### config.mk
export PLATFORM = sky130hd
export DESIGN_NAME = socks_header_parser
export DESIGN_NICKNAME = d
export VERILOG_FILES = /design/src/hdl/shp_pkg.sv /design/src/hdl/socks_header_parser.sv /design/src/hdl/shp_in_stage.sv /design/src/hdl/shp_core.sv /design/src/hdl/shp_out_stage.sv
export SDC_FILE = /design/constraint.sdc
export NUM_CORES = 1
export LEC_CHECK = 0
export BUFFER_PORTS_ARGS = -buffer_cell sky130_fd_sc_hd__buf_4
export CORE_ASPECT_RATIO = 0.5
export CORE_MARGIN = 1.5
export CORE_UTILIZATION = 50
export DETAILED_ROUTE_END_ITERATION = 8
export GPL_TIMING_DRIVEN = 0
export PLACE_DENSITY = 0.69
export SLEW_MARGIN = 20
export SYNTH_ARGS = -nofsm -noshare
export SYNTH_HDL_FRONTEND = slang
export SYNTH_SLANG_ARGS = --single-unit
### constraint.sdc
create_clock -name clk_i -period 10.1 [get_ports clk_i]
set_input_delay 0.505 -clock clk_i [delete_from_list [all_inputs] [get_ports clk_i]]
set_output_delay 0.505 -clock clk_i [all_outputs]
set_load 0.02 [all_outputs]
### src/hdl/shp_pkg.sv
// ----------------------------------------------------------------------------
// shp_pkg
// Types and constants shared by the socks header parser modules.
// ----------------------------------------------------------------------------
package shp_pkg;

  localparam logic [7:0] SocksVersion = 8'd5;
  localparam logic [7:0] AtypIpv4     = 8'd1;
  localparam logic [7:0] AtypDomain   = 8'd3;
  localparam logic [7:0] AtypIpv6     = 8'd4;
  localparam logic [7:0] Ipv4Len      = 8'd4;
  localparam logic [7:0] Ipv6Len      = 8'd16;

  localparam logic [1:0] KIND_ADDR   = 2'd0;
  localparam logic [1:0] KIND_ACCEPT = 2'd1;
  localparam logic [1:0] KIND_REJECT = 2'd2;

  localparam logic CAUSE_VERSION   = 1'b0;
  localparam logic CAUSE_EARLY_END = 1'b1;

  localparam logic HDR_REQUEST = 1'b0;

  typedef enum logic [8:0] {
    PH_H0   = 9'b0_0000_0001,
    PH_H1   = 9'b0_0000_0010,
    PH_H2   = 9'b0_0000_0100,
    PH_TYPE = 9'b0_0000_1000,
    PH_DLEN = 9'b0_0001_0000,
    PH_ADDR = 9'b0_0010_0000,
    PH_PHI  = 9'b0_0100_0000,
    PH_PLO  = 9'b0_1000_0000,
    PH_SKIP = 9'b1_0000_0000
  } phase_e;

  typedef struct packed {
    logic [7:0] data_byte;
    logic       end_of_packet;
  } shp_in_t;

  typedef struct packed {
    logic [1:0]  kind;
    logic [7:0]  address_byte;
    logic [7:0]  address_index;
    logic [7:0]  command_or_fragment;
    logic [7:0]  address_type;
    logic [7:0]  address_count;
    logic [15:0] port_number;
    logic [15:0] reserved_field;
    logic        reject_cause;
  } shp_out_t;

  typedef struct packed {
    logic     valid;
    shp_out_t data;
  } shp_res_t;

  typedef struct packed {
    phase_e      phase;
    logic [7:0]  addr_remaining;
    logic [7:0]  addr_count;
    logic [7:0]  held_type;
    logic [7:0]  held_command;
    logic [15:0] held_reserved;
    logic [7:0]  port_high;
  } shp_state_t;

  localparam shp_state_t ST_START = '{PH_H0, 8'd0, 8'd0, 8'd0, 8'd0, 16'd0, 8'd0};

endpackage

### src/hdl/socks_header_parser.sv
// ----------------------------------------------------------------------------
// socks_header_parser
// Byte-serial parser for request and datagram headers, streaming the address.
//
//   channel   direction  handshake                 payload
//   in        input      in_valid_i / in_stall_o   shp_in_t  (byte, end mark)
//   out       output     out_valid_o / out_stall_i shp_out_t (result)
//   cfg       input      cfg_we_i                  header kind bit
//
// one byte transaction per cycle while no stalled result blocks it; an accepted
// byte's result passes the input register, then the result register
// the phase machine sees each byte once, between the two registers
// reset clears both stages, the phase state and the header kind
// a stalled result holds the input register, which then stalls upstream
// ----------------------------------------------------------------------------
module socks_header_parser
  import shp_pkg::*;
(
  input  logic     clk_i,
  input  logic     rst_ni,
  input  logic     in_valid_i,
  output logic     in_stall_o,
  input  shp_in_t  in_data_i,
  output logic     out_valid_o,
  input  logic     out_stall_i,
  output shp_out_t out_data_o,
  input  logic     cfg_we_i,
  input  logic     cfg_wdata_i
);

  logic     in_vld;
  shp_in_t  in_item;
  logic     out_ready;
  logic     take;
  shp_res_t res;

  assign take = in_vld && out_ready;

  shp_in_stage u_in_stage (
    .clk_i      (clk_i),
    .rst_ni     (rst_ni),
    .in_valid_i (in_valid_i),
    .in_stall_o (in_stall_o),
    .in_data_i  (in_data_i),
    .take_i     (take),
    .valid_o    (in_vld),
    .data_o     (in_item)
  );

  shp_core u_core (
    .clk_i       (clk_i),
    .rst_ni      (rst_ni),
    .cfg_we_i    (cfg_we_i),
    .cfg_wdata_i (cfg_wdata_i),
    .take_i      (take),
    .item_i      (in_item),
    .res_o       (res)
  );

  shp_out_stage u_out_stage (
    .clk_i       (clk_i),
    .rst_ni      (rst_ni),
    .res_i       (res),
    .ready_o     (out_ready),
    .out_valid_o (out_valid_o),
    .out_stall_i (out_stall_i),
    .out_data_o  (out_data_o)
  );

  // upstream only waits behind a full, stalled result register
  a_stall_cause: assert property (@(posedge clk_i) disable iff (!rst_ni)
    in_stall_o |-> (in_vld && out_valid_o && out_stall_i))
    else $error("input stalled without a blocked result");

  a_addr_fields: assert property (@(posedge clk_i) disable iff (!rst_ni)
    (out_valid_o && out_data_o.kind == KIND_ADDR) |->
      (out_data_o.address_count == 8'd0 && out_data_o.port_number == 16'd0
       && out_data_o.reject_cause == CAUSE_VERSION))
    else $error("address byte result carries header fields");

  a_reject_fields: assert property (@(posedge clk_i) disable iff (!rst_ni)
    (out_valid_o && out_data_o.kind == KIND_REJECT) |->
      (out_data_o.command_or_fragment == 8'd0 && out_data_o.address_type == 8'd0
       && out_data_o.reserved_field == 16'd0))
    else $error("reject result carries held values");

endmodule

### src/hdl/shp_in_stage.sv
// ----------------------------------------------------------------------------
// shp_in_stage
// Input register holding one byte transaction until the parser takes it.
// ----------------------------------------------------------------------------
module shp_in_stage
  import shp_pkg::*;
(
  input  logic    clk_i,
  input  logic    rst_ni,
  input  logic    in_valid_i,
  output logic    in_stall_o,
  input  shp_in_t in_data_i,
  input  logic    take_i,
  output logic    valid_o,
  output shp_in_t data_o
);

  logic    valid_q, valid_d;
  shp_in_t data_q;
  logic    load;

  assign in_stall_o = valid_q && !take_i;
  assign load       = in_valid_i && !in_stall_o;

  always_comb begin
    valid_d = valid_q;
    if (load) begin
      valid_d = 1'b1;
    end else if (take_i) begin
      valid_d = 1'b0;
    end
  end

  always_ff @(posedge clk_i or negedge rst_ni) begin
    if (!rst_ni) begin
      valid_q <= 1'b0;
    end else begin
      valid_q <= valid_d;
    end
  end

  always_ff @(posedge clk_i) begin
    if (load) begin
      data_q <= in_data_i;
    end
  end

  assign valid_o = valid_q;
  assign data_o  = data_q;

endmodule

### src/hdl/shp_core.sv
// ----------------------------------------------------------------------------
// shp_core
// Header phase machine: consumes one byte per take and forms the result.
// ----------------------------------------------------------------------------
module shp_core
  import shp_pkg::*;
(
  input  logic     clk_i,
  input  logic     rst_ni,
  input  logic     cfg_we_i,
  input  logic     cfg_wdata_i,
  input  logic     take_i,
  input  shp_in_t  item_i,
  output shp_res_t res_o
);

  logic       header_kind_q;
  shp_state_t st_q, st_d;
  shp_res_t   res;
  logic       udp;
  logic [7:0] b;
  logic       last;

  assign udp  = (header_kind_q != HDR_REQUEST);
  assign b    = item_i.data_byte;
  assign last = item_i.end_of_packet;

  always_comb begin
    st_d = st_q;
    res  = '0;
    if (st_q.phase == PH_SKIP) begin
      if (last) begin
        st_d = ST_START;
      end
    end else if (st_q.phase == PH_H0 && !udp && b != SocksVersion) begin
      // wrong version
      st_d = ST_START;
      if (!last) begin
        st_d.phase = PH_SKIP;
      end
      res.valid             = 1'b1;
      res.data.kind         = KIND_REJECT;
      res.data.reject_cause = CAUSE_VERSION;
    end else if (st_q.phase == PH_PLO) begin
      res.valid                    = 1'b1;
      res.data.kind                = KIND_ACCEPT;
      res.data.command_or_fragment = st_q.held_command;
      res.data.address_type        = st_q.held_type;
      res.data.address_count       = st_q.addr_count;
      res.data.port_number         = {st_q.port_high, b};
      res.data.reserved_field      = st_q.held_reserved;
      if (last) begin
        st_d = ST_START;
      end else begin
        st_d.phase = PH_SKIP;
      end
    end else if (last) begin
      // early end
      st_d                  = ST_START;
      res.valid             = 1'b1;
      res.data.kind         = KIND_REJECT;
      res.data.reject_cause = CAUSE_EARLY_END;
    end else begin
      unique case (st_q.phase)
        PH_H0: begin
          if (udp) begin
            st_d.held_reserved = {b, 8'd0};
          end
          st_d.phase = PH_H1;
        end
        PH_H1: begin
          if (udp) begin
            st_d.held_reserved = {st_q.held_reserved[15:8], b};
          end else begin
            st_d.held_command = b;
          end
          st_d.phase = PH_H2;
        end
        PH_H2: begin
          if (udp) begin
            st_d.held_command = b;
          end else begin
            st_d.held_reserved = {8'd0, b};
          end
          st_d.phase = PH_TYPE;
        end
        PH_TYPE: begin
          st_d.held_type  = b;
          st_d.addr_count = 8'd0;
          if (b == AtypIpv4) begin
            st_d.addr_remaining = Ipv4Len;
            st_d.phase          = PH_ADDR;
          end else if (b == AtypIpv6) begin
            st_d.addr_remaining = Ipv6Len;
            st_d.phase          = PH_ADDR;
          end else if (b == AtypDomain) begin
            st_d.phase = PH_DLEN;
          end else begin
            st_d.addr_remaining = 8'd0;
            st_d.phase          = PH_PHI;
          end
        end
        PH_DLEN: begin
          st_d.addr_remaining = b;
          st_d.phase          = (b == 8'd0) ? PH_PHI : PH_ADDR;
        end
        PH_ADDR: begin
          st_d.addr_count     = st_q.addr_count + 8'd1;
          st_d.addr_remaining = st_q.addr_remaining - 8'd1;
          if (st_q.addr_remaining == 8'd1) begin
            st_d.phase = PH_PHI;
          end
          res.valid                    = 1'b1;
          res.data.kind                = KIND_ADDR;
          res.data.address_byte        = b;
          res.data.address_index       = st_q.addr_count;
          res.data.command_or_fragment = st_q.held_command;
          res.data.address_type        = st_q.held_type;
          res.data.reserved_field      = st_q.held_reserved;
        end
        PH_PHI: begin
          st_d.port_high = b;
          st_d.phase     = PH_PLO;
        end
        default: begin
          st_d = ST_START;
        end
      endcase
    end
  end

  always_ff @(posedge clk_i or negedge rst_ni) begin
    if (!rst_ni) begin
      header_kind_q <= HDR_REQUEST;
      st_q          <= ST_START;
    end else begin
      if (cfg_we_i) begin
        header_kind_q <= cfg_wdata_i;
      end
      if (take_i) begin
        st_q <= st_d;
      end
    end
  end

  always_comb begin
    res_o       = res;
    res_o.valid = res.valid && take_i;
  end

endmodule

### src/hdl/shp_out_stage.sv
// ----------------------------------------------------------------------------
// shp_out_stage
// Result register presenting one result transaction to the downstream side.
// ----------------------------------------------------------------------------
module shp_out_stage
  import shp_pkg::*;
(
  input  logic     clk_i,
  input  logic     rst_ni,
  input  shp_res_t res_i,
  output logic     ready_o,
  output logic     out_valid_o,
  input  logic     out_stall_i,
  output shp_out_t out_data_o
);

  logic     valid_q, valid_d;
  shp_out_t data_q;

  assign ready_o = !valid_q || !out_stall_i;

  always_comb begin
    valid_d = valid_q;
    if (ready_o) begin
      valid_d = res_i.valid;
    end
  end

  always_ff @(posedge clk_i or negedge rst_ni) begin
    if (!rst_ni) begin
      valid_q <= 1'b0;
    end else begin
      valid_q <= valid_d;
    end
  end

  always_ff @(posedge clk_i) begin
    if (ready_o && res_i.valid) begin
      data_q <= res_i.data;
    end
  end

  assign out_valid_o = valid_q;
  assign out_data_o  = data_q;

endmodule

# Yosys cells after proc, flatten, opt, wreduce, memory -nomap -nowiden
# Cells that the tools add are included.
[totals]
input_bits = 15
regBits = 152
wordCells = 133
[classes]
n_eq_ne = 30
bitwise = 2
mux = 43
add_sub_neg = 2
reduce_logical = 33
[op_table]
columns = ["op", "n"]
rows = [
  ["2-to-1 mux 65 bit", 5],
  ["2-to-1 mux 16 bit", 7],
  ["2-to-1 mux 76 bit", 1],
  ["2-to-1 mux 72 bit", 1],
  ["case mux 16 bit (4 select lines)", 1],
  ["case mux 9 bit (7 select lines)", 1],
  ["2-to-1 mux 56 bit", 1],
  ["case mux 8 bit (2 select lines)", 3],
  ["2-to-1 mux 35 bit", 1],
  ["2-to-1 mux 32 bit", 1],
  ["2-to-1 mux 8 bit", 4],
  ["case mux 8 bit (4 select lines)", 1],
  ["2-to-1 mux 24 bit", 1],
  ["case mux 8 bit (3 select lines)", 1],
  ["2-to-1 mux 9 bit", 2],
  ["!= test 3 x 1 -> 1 bit (second input constant)", 6],
  ["2-to-1 mux 17 bit", 1],
  ["equality test 8 x 1 -> 1 bit (second input constant)", 2],
  ["2-to-1 mux 15 bit", 1],
  ["OR reduction 5 bit", 3],
  ["2-to-1 mux 7 bit", 2],
  ["AND reduction 7 bit", 2],
  ["AND reduction 4 bit", 3],
  ["OR reduction 6 bit", 2],
  ["other kinds (35)", 57],
]

# Logic depth before layout (Yosys ltp)
# Gate-level depths: netlist of the first run.
[logic_depth]
depth_word = 9
ltp_mapped = 11
mapped_depth_nobuf = 8

# Cells and area by module
# A second synthesis of the first run with hierarchy kept.
[hier_totals]
hier_cells = 569
area_unflattened_um2 = 6934.2
[by_module_without_submodules]
columns = ["mod", "instances", "cells_each", "area_each_um2"]
rows = [
  ["shp_core", 1, 475, 4300.4],
  ["shp_out_stage", 1, 79, 2299.7],
  ["shp_in_stage", 1, 14, 327.8],
  ["socks_header_parser", 1, 1, 6.3],
]

# Worst setup path before layout of the first run
# OpenSTA, ideal clock, no wires.
[synth_timing]
path_kind = "register to register"
startpoint = "register u_core.st_q[61] in the netlist's numbering"
endpoint = "register u_out_stage.data_q (netlist bit u_out_stage.out_data_o[0]) (enable)"
setup_slack_ps = 4940
arrival_time_ps = 4664
period_less_slack_ps = 5160
stages_incl_launch_ff = 10
n_path_buf = 3
t_required_ps = 9604
setup_ps = 496
path_cell_list = "dfrtp_1 > buf_6 > or4_4 > buf_6 > nor3_4 > nand3_2 > inv_2 > buf_4 > nor3_1 > nor3_2"
[synth_between]
elab_chain_len = 8
[synth_lines]
columns = ["item", "line", "text"]
rows = [
  ["from (decl)", "shp_core.sv:18", "shp_state_t st_q, st_d;"],
  ["from (signal assigned)", "shp_core.sv:141", "st_q <= st_d;"],
  ["equality test 9 x 6 -> 1 bit", "shp_core.sv:64", "unique case (st_q.phase)"],
  ["2-to-1 mux 35 bit", "shp_core.sv:64", ""],
  ["2-to-1 mux 3 bit", "shp_core.sv:57", "end else if (last) begin"],
  ["2-to-1 mux 3 bit", "shp_core.sv:44", "end else if (st_q.phase == PH_PLO) begin"],
  ["2-to-1 mux 3 bit", "shp_core.sv:35", "end else if (st_q.phase == PH_H0 && !udp && b != SocksVersion) begin"],
  ["2-to-1 mux 76 bit *", "shp_core.sv:31", "if (st_q.phase == PH_SKIP) begin"],
  ["logical AND 1 bit *", "shp_core.sv:148", "res_o.valid = res.valid && take_i;"],
  ["logical AND 1 bit *", "shp_out_stage.sv:38", "if (ready_o && res_i.valid) begin"],
  ["to (signal assigned)", "shp_out_stage.sv:39", "data_q <= res_i.data;"],
  ["to (decl)", "shp_out_stage.sv:18", "shp_out_t data_q;"],
]
# Every way passes the cells marked *; elsewhere a longest branch is shown, timed or not.
# A chain may end at the register's enable or synchronous reset.

# Final worst setup path of the first run
[layout_timing]
startpoint = "register u_core.st_q[59] in the netlist's numbering"
endpoint = "register u_out_stage.data_q (netlist bit u_out_stage.out_data_o[40]) (enable)"
# Same word-level chain as after synthesis.

==> results of run 1 <==
[flip-flops by register name, indices dropped and copies added, names as in the netlist]
name	count
u_in_stage.data_o	9
u_core.st_q	65
u_in_stage.valid_o	1
u_out_stage.out_valid_o	1
u_out_stage.out_data_o	75
u_core.header_kind_q	1
[synth_stat cells (all sizes together) (10+ instances only)]
| library cell | number |
|---|---|
| buf | 24 |
| o21ai | 39 |
| edfxtp | 84 |
| nor2 | 26 |
| dfrtp | 67 |
| nand2 | 64 |
| mux2 | 20 |
| or3 | 10 |
| nor3 | 17 |
| a21oi | 12 |
| nor2b | 33 |
| inv | 16 |
| and2 | 43 |
[cells by family after synthesis]
family                   after synthesis
AND/OR/NAND/NOR                      235
flip-flops                           152
AO/OA/AOI/OAI                         92
buffers and inverters                 47
multiplexers                          28
XOR/XNOR                               6
adder cells (fa/ha/maj)                3
[power groups by stage]
stage / Sequential (W) / Clock [W] / Combinational (W)
floorplan: 0.000868 / 0 / 0.000253
global placement: 0.000805 / 0 / 0.000483
detailed placement: 0.000796 / 0 / 0.000512
CTS: 0.000783 / 0.000603 / 0.000513
global route: 0.000789 / 0.000630 / 0.000547
finish: 0.000783 / 0.000592 / 0.000514
[final cells by class]
class,instances,area share
clock buffer,19,0.0520
multi-input combinational,364,0.292
clock inverter,13,0.0129
sequential,152,0.496
buffer,31,0.0228
timing repair buffer,96,0.0886
tap,192,0.0282
inverter,16,0.00705
[critical path, delay by kind of cell (launching register included)]
family / cells / cell delay, ps
buffers and inverters: 5 / 1190
flip-flops: 1 / 360
AND/OR/NAND/NOR: 4 / 1490
[per-layer routing]
metal,global-route usage,wire (µm),up-vias
li1,-,-,2252
met1,0.313,7130,2312
met2,0.349,7170,193
met3,0.0543,1000,20
met4,0.0676,180,0
met5,0,0,-
[metrics by stage]
step / cells / total power [W] / util / setup WS (ps) / hold WS, ps
after global routing: 883 / 0.00197 / 0.628 / 6530 / 243
after global placement: 846 / 0.00129 / 0.582 / 3480 / 455
after detailed placement: 851 / 0.00131 / 0.587 / 6800 / 462
after CTS: 883 / 0.00190 / 0.628 / 6790 / 232
final: 883 / 0.00189 / 0.628 / 6760 / 190
after floorplan: 563 / 0.00112 / - / 4940 / 209
[worst paths after layout]
check,start,endpoint,slack [ps],cells after the start
hold reg to reg,u_core.st_q[32],u_core.st_q[32],470,2
hold / removal,rst_ni,u_out_stage.out_valid_o,190,1
min in group clk_i,in_data_i[4],u_in_stage.data_o[4],260,1
setup / recovery,u_core.st_q[59],u_out_stage.out_data_o[40],6760,9
setup reg to reg,u_core.st_q[59],u_out_stage.out_data_o[40],6760,9
max in group asynchronous,rst_ni,u_core.st_q[26],9310,1
[cell usage in the layout, fill, tap and decap left out, drive strengths merged, types with 4 or more instances in the layout]
cell	n
a21oi	12
o21ai	39
nor2	26
mux2i	8
buf	120
nand2	64
nand2b	6
a22oi	4
nor2b	33
edfxtp	84
a31oi	7
and2	43
or3	10
clkbuf	26
dfrtp	67
a211oi	4
and3	5
nor3	17
mux2	20
inv	22
nor4	9
nand3	6
o31ai	9
clkinvlp	4
==> out/metrics.csv, run 1 <==
stage,metric,value,unit
clock_network,H-tree depth,4,
logic_synthesis,Post-Synth Simple-Gate Area,0.198,
logic_synthesis,top cell type's share of synthesized area,0.362,
setup_path,"critical path, cell by cell",clkbuf_2 > nor4_4 > and4b_1 > buf_1 > nor3_1 > nor3_4 > buf_6 > buf_8 > buf_8,
clock_network,hold buffers post-CTS,0,
setup_path,CP Class,flop to flop,
setup_path,"Slowest-stage cell, CP",nor4_4,
timing,fmax,0.299,GHz
layout,Filler Cell Count,1047,
floorplan,Initial Util,0.514,
routing,via count,4777,
setup_path,startpoint types,flop,
placement,placer congestion estimate,0.945,
pwr,Internal,0.00127,W
floorplan,chip height,86.4,µm
logic_synthesis,synthesis warning total,0,
clock_network,Worst-Skew Late Latency,420,ps
routing,DR pass1 iterations,5,
clock_network,CTS tree,built,
pwr,Clk pwr share,0.314,
clock_network,# clock sinks,152,
global_route,Total GRT Usage,0.224,
timing,worst slew pin tran,885,ps
setup_path,"Arr. time, crit path",3470,ps
logic_synthesis,mapped cell area,0.00696,mm²
clock_network,root buffer cell,clkbuf_16,
layout,layout cell share with drive strength beyond 1,0.300,
setup_path,"slowest stage delay, CP",520,ps
pwr,Gate power share,0.272,
layout,register area,0.00423,mm²
layout,Layout area overhead,22.3,%
logic_synthesis,Synth Flop Type,edfxtp_1,
logic_synthesis,Synth Area in XOR/XNOR,0.00755,
logic_synthesis,main combinational cell family by area after synthesis,simple AND/OR/NAND/NOR gates,
logic_synthesis,synthesized net count,581,
routing,wire length per cell,17.5,µm
pwr,part of the power in registers,0.414,
pwr,Pwr Density,222,mW/mm²
logic_synthesis,number of synthesized flops with an enable pin,84,
routing,Starting DRT DRC Count,428,
floorplan,num rows,30,
floorplan,# IOs,92,
layout,layout net count,696,
flow_run,MaxCap Viol Count,0,
logic_synthesis,"Avg Cell Area, Syn",12.4,µm²
logic_synthesis,Mapped Cells,563,
setup_path,worst path required time,10230,ps
logic_synthesis,Synth Area in Compound Gates,0.0965,
layout,Finished Cell Area,0.00851,mm²
clock_network,Worst-path clk slew,60,ps
layout,multi-input logic area,0.00249,mm²
clock_network,post-CTS setup buffer count,0,
global_route,largest net degree at the start of global routing,69,
clock_network,Num CTS Buffers,17,
logic_synthesis,Synth area leader,edfxtp_1,
routing,DR vias/cell,5.41,
setup_path,Worst path most repeated cell,buf_8,
floorplan,total die area,0.0147,mm²
logic_synthesis,Seq cells post-synth,152,
logic_synthesis,Synth area leaders,"edfxtp_1 36%, dfrtp_1 24%, and2_1 3.9%",
clock_network,PostCTS Resize Cnt,0,
logic_synthesis,multiplexer area fraction after synthesis,0.0487,
placement,DP Area,0.00796,mm²
timing,max-slew violation count,0,
clock_network,Max clock buf depth,2,
floorplan,Die W,170,µm
timing,Final setup viols,0,
logic_synthesis,Adder-Cell Fraction of Synth Area,0.00539,
placement,DP HPWL,10.6,mm
pwr,sw frac,0.329,
global_route,initial antenna violation count,0,
pwr,Leak,3.47,nW
logic_synthesis,async set-reset flop share out of synthesis,0.447,
logic_synthesis,Unique masters post-synth,72,
timing,RSZ-0062 raised after global routing,no,
layout,number of diodes,0,
timing,Rel. slew slack,0.410,
global_route,GRT overflow,0,
timing,minimum clock period,3340,ps
pwr,Psw,0.000622,W
routing,Routed Antenna Nets,0,
timing,setup TNS,0,ps
routing,Routed Wire Length,15.5,mm
global_route,vias in the first global route,4554,
logic_synthesis,register area share after synthesis,0.607,
pwr,maximum vdd drop,152,µV
setup_path,Worst Path Max Fanout,16,
floorplan,core area,0.0136,mm²
min_path,Hold Crit Class,input port to asynchronous set/reset pin,
routing,DR DRC count,0,
timing,Setup Skew,11.2,ps
placement,port bufs,91,
global_route,global-route wire length before repair,24.4,mm
outcome,run status,completed,
timing,"Hold Vio Cnt, Final",0,
timing,crit share post-route,0.331,
setup_path,CP Capture Type,flop,
Note: power is estimated with default switching activity, not from simulation.
==> inputs of run 2 (changes only) <==
--- a/config.mk
+++ b/config.mk
@@ -11,7 +11,7 @@
 export CORE_UTILIZATION = 50
 export DETAILED_ROUTE_END_ITERATION = 8
 export GPL_TIMING_DRIVEN = 0
-export PLACE_DENSITY = 0.69
+export PLACE_DENSITY = 0.71
 export SLEW_MARGIN = 20
 export SYNTH_ARGS = -nofsm -noshare
 export SYNTH_HDL_FRONTEND = slang
==> constraint.sdc (replaced) <==
create_clock -name clk_i -period 3.05 [get_ports clk_i]
set_input_delay 0.1525 -clock clk_i [delete_from_list [all_inputs] [get_ports clk_i]]
set_output_delay 0.1525 -clock clk_i [all_outputs]
set_load 0.02 [all_outputs]
==> run 2 against run 1 <==
Net effect: first-iteration DRC count grew 6.5%; sequential share of layout area down 1.2 points; worst hold slack better by 200 ps; cell area up 2.5%; worst setup slack got worse by 6600 ps; critical path depth rose by 2; clock skew hardly changed; clock power rose to 3.5 times the previous value; clock-buffer cell count down 2; largest power group unchanged; non-clock buffer count increased by 17.
==> out/metrics.csv, run 2 (synthesis results as in run 1) <==
stage,metric,value,unit,change
layout,"commonest non-fill, non-tap cell in the layout",buf_4,,
floorplan,total die area,0.0147,mm²,unchanged
clock_network,Max clock buf depth,2,,unchanged
setup_path,worst flop-to-flop path startpoint,u_core.st_q[64],,
global_route,vias in the first global route,4771,,+4.8%
timing,"Hold Vio Cnt, Final",0,,unchanged
floorplan,Die W,170,µm,unchanged
setup_path,"CP delay by family, top",simple AND/OR/NAND/NOR gates,,
layout,Filler Cell Count,1017,,-2.9%
clock_network,root buffer cell,clkbuf_16,,
routing,via count,4895,,+2.5%
timing,minimum clock period,2910,ps,-428 ps
global_route,global-route wire length before repair,25.3,mm,+3.8%
pwr,Leak,3.57,nW,+2.9%
clock_network,Worst-Skew Late Latency,420,ps,about the same
setup_path,Reg2Reg Depth,11,,+2
floorplan,core area,0.0136,mm²,unchanged
setup_path,"Slowest-stage cell, CP",or4_4,,
min_path,Hold Crit Class,input port to asynchronous set/reset pin,,
setup_path,flop2flop setup slack,140,ps,-6620 ps
timing,crit share post-route,0.955,,+0.624
routing,DR vias/cell,5.44,,+0.53%
setup_path,Worst Path Max Fanout,17,,+1
timing,final worst slack,137,ps,-6620 ps
setup_path,WP buf/inv,6,,+1
global_route,largest net degree at the start of global routing,69,,unchanged
setup_path,CP Capture Type,flop,,
routing,DR pass1 iterations,6,,+1
layout,Finished Cell Area,0.00872,mm²,+2.5%
pwr,Pwr Total,0.00641,W,+240%
layout,final non-filler cell total,900,,+1.9%
floorplan,# IOs,92,,unchanged
flow_run,MaxCap Viol Count,0,,unchanged
clock_network,Worst-path clk slew,70,ps,about the same
placement,DP Worst Slack,-371,ps,-7170 ps
routing,DR DRC count,0,,unchanged
global_route,initial antenna violation count,0,,unchanged
timing,worst slew pin tran,894,ps,+9.33 ps
timing,fmax,0.343,GHz,+15%
timing,max-slew violation count,0,,unchanged
floorplan,chip height,86.4,µm,unchanged
setup_path,"critical path, cell by cell",buf_4 > or4_4 > buf_6 > nor3_4 > nand3_2 > inv_2 > buf_6 > nor3_4 > nor3_4 > buf_8 > buf_8,,
setup_path,startpoint types,flop,,
layout,max reg flops,75,,unchanged
floorplan,Initial Util,0.514,,unchanged
placement,port bufs,91,,unchanged
layout,most frequent cells in the layout,"100 x buf_4, 84 x edfxtp_1, 67 x dfrtp_1",,
global_route,Total GRT Usage,0.230,,+0.00648
floorplan,num rows,30,,unchanged
pwr,maximum vdd drop,364,µV,+140%
timing,Final setup viols,0,,unchanged
setup_path,worst path required time,3180,ps,-7050 ps
routing,Routed Antenna Nets,0,,unchanged
clock_network,Num CTS Buffers,17,,unchanged
clock_network,CTS tree,built,,
placement,placer congestion estimate,0.903,,-4.4%
setup_path,Worst path most repeated cell,nor3_4,,
routing,wire length per cell,17.6,µm,+0.67%
global_route,GRT overflow,0,,unchanged
routing,Starting DRT DRC Count,456,,+6.5%
placement,placed instance count,850,,-0.12%
placement,DP Area,0.00796,mm²,about the same
outcome,run status,completed,,
timing,Setup Skew,11.0,ps,-0.155 ps
timing,RSZ-0062 raised after global routing,no,,
placement,DP HPWL,10.7,mm,+0.87%
timing,setup TNS,0,ps,unchanged
setup_path,"Arr. time, crit path",3040,ps,-430 ps
timing,Rel. slew slack,0.404,,-0.00622
layout,layout net count,713,,+2.4%
layout,number of diodes,0,,unchanged
clock_network,H-tree depth,4,,unchanged
layout,layout cell share with drive strength beyond 1,0.302,,+0.00269
layout,register area,0.00423,mm²,unchanged
clock_network,# clock sinks,152,,unchanged
layout,multi-input logic area,0.00250,mm²,+0.55%
pwr,Pwr Density,735,mW/mm²,+230%
setup_path,"slowest stage delay, CP",520,ps,about the same
setup_path,worst reg2reg endpoint,u_out_stage.out_data_o[52],,
routing,Routed Wire Length,15.9,mm,+2.6%
layout,Layout area overhead,25.3,%,
setup_path,CP Class,flop to flop,,
run 2: power breakdown:
group / internal, W / total (W) / switching, W
Clock: 0.00116 / 0.00208 / 0.000924
Combinational: 0.000659 / 0.00174 / 0.00108
Sequential: 0.00249 / 0.00259 / 0.000107
Total: 0.00430 / 0.00641 / 0.00211
run 2: cell type report:
type / instances / area share
plain buffers: 31 / 0.0228
clock buffers: 17 / 0.0488
clock inverters: 15 / 0.0182
inverters: 16 / 0.00689
multi-input cells: 364 / 0.287
flip-flops and latches: 152 / 0.484
well taps: 192 / 0.0275
repair buffers: 113 / 0.105
run 2: repair_timing:
item / in CTS / in global routing
gates resized for setup: 0 / 2
endpoints found under the setup margin: 66 / 76
hold buffers: 14 / 0
setup buffers: 3 / 1
gates cloned: 0 / 0
pin swaps: 1 / 2
endpoints found under the hold margin: 79 / 0
run 2: worst max path at each step:
| stage | startpoint | slack [ps] | end | depth (start not counted) |
|---|---|---|---|---|
| after floorplan | u_core.st_q[61] | -920 | u_out_stage.out_data_o[0] | 9 |
| after global routing | u_core.st_q[58] | 20 | u_out_stage.out_data_o[43] | 11 |
| after CTS | u_core.st_q[59] | 20 | u_out_stage.out_data_o[43] | 8 |
| after detailed placement | u_core.st_q[59] | -370 | u_out_stage.out_data_o[4] | 8 |
| after global placement | u_core.st_q[59] | -1980 | u_out_stage.out_data_o[38] | 6 |
| final | u_core.st_q[64] | 140 | u_out_stage.out_data_o[52] | 11 |
run 2: through the flow:
step | hold slack (ps) | util
final | 393 | 0.644
after global routing | 436 | 0.644
after CTS | 432 | 0.643
after detailed placement | 334 | 0.588
after global placement | 320 | 0.583
after floorplan | -143 | -
run 2: layer usage:
| layer | vias up | GRT usage | share of wire |
|---|---|---|---|
| li1 | 2284 | - | - |
| met4 | 0 | 0.0756 | 0.016 |
| met2 | 179 | 0.365 | 0.47 |
| met1 | 2406 | 0.315 | 0.45 |
| met5 | - | 0 | 0 |
| met3 | 26 | 0.0566 | 0.065 |
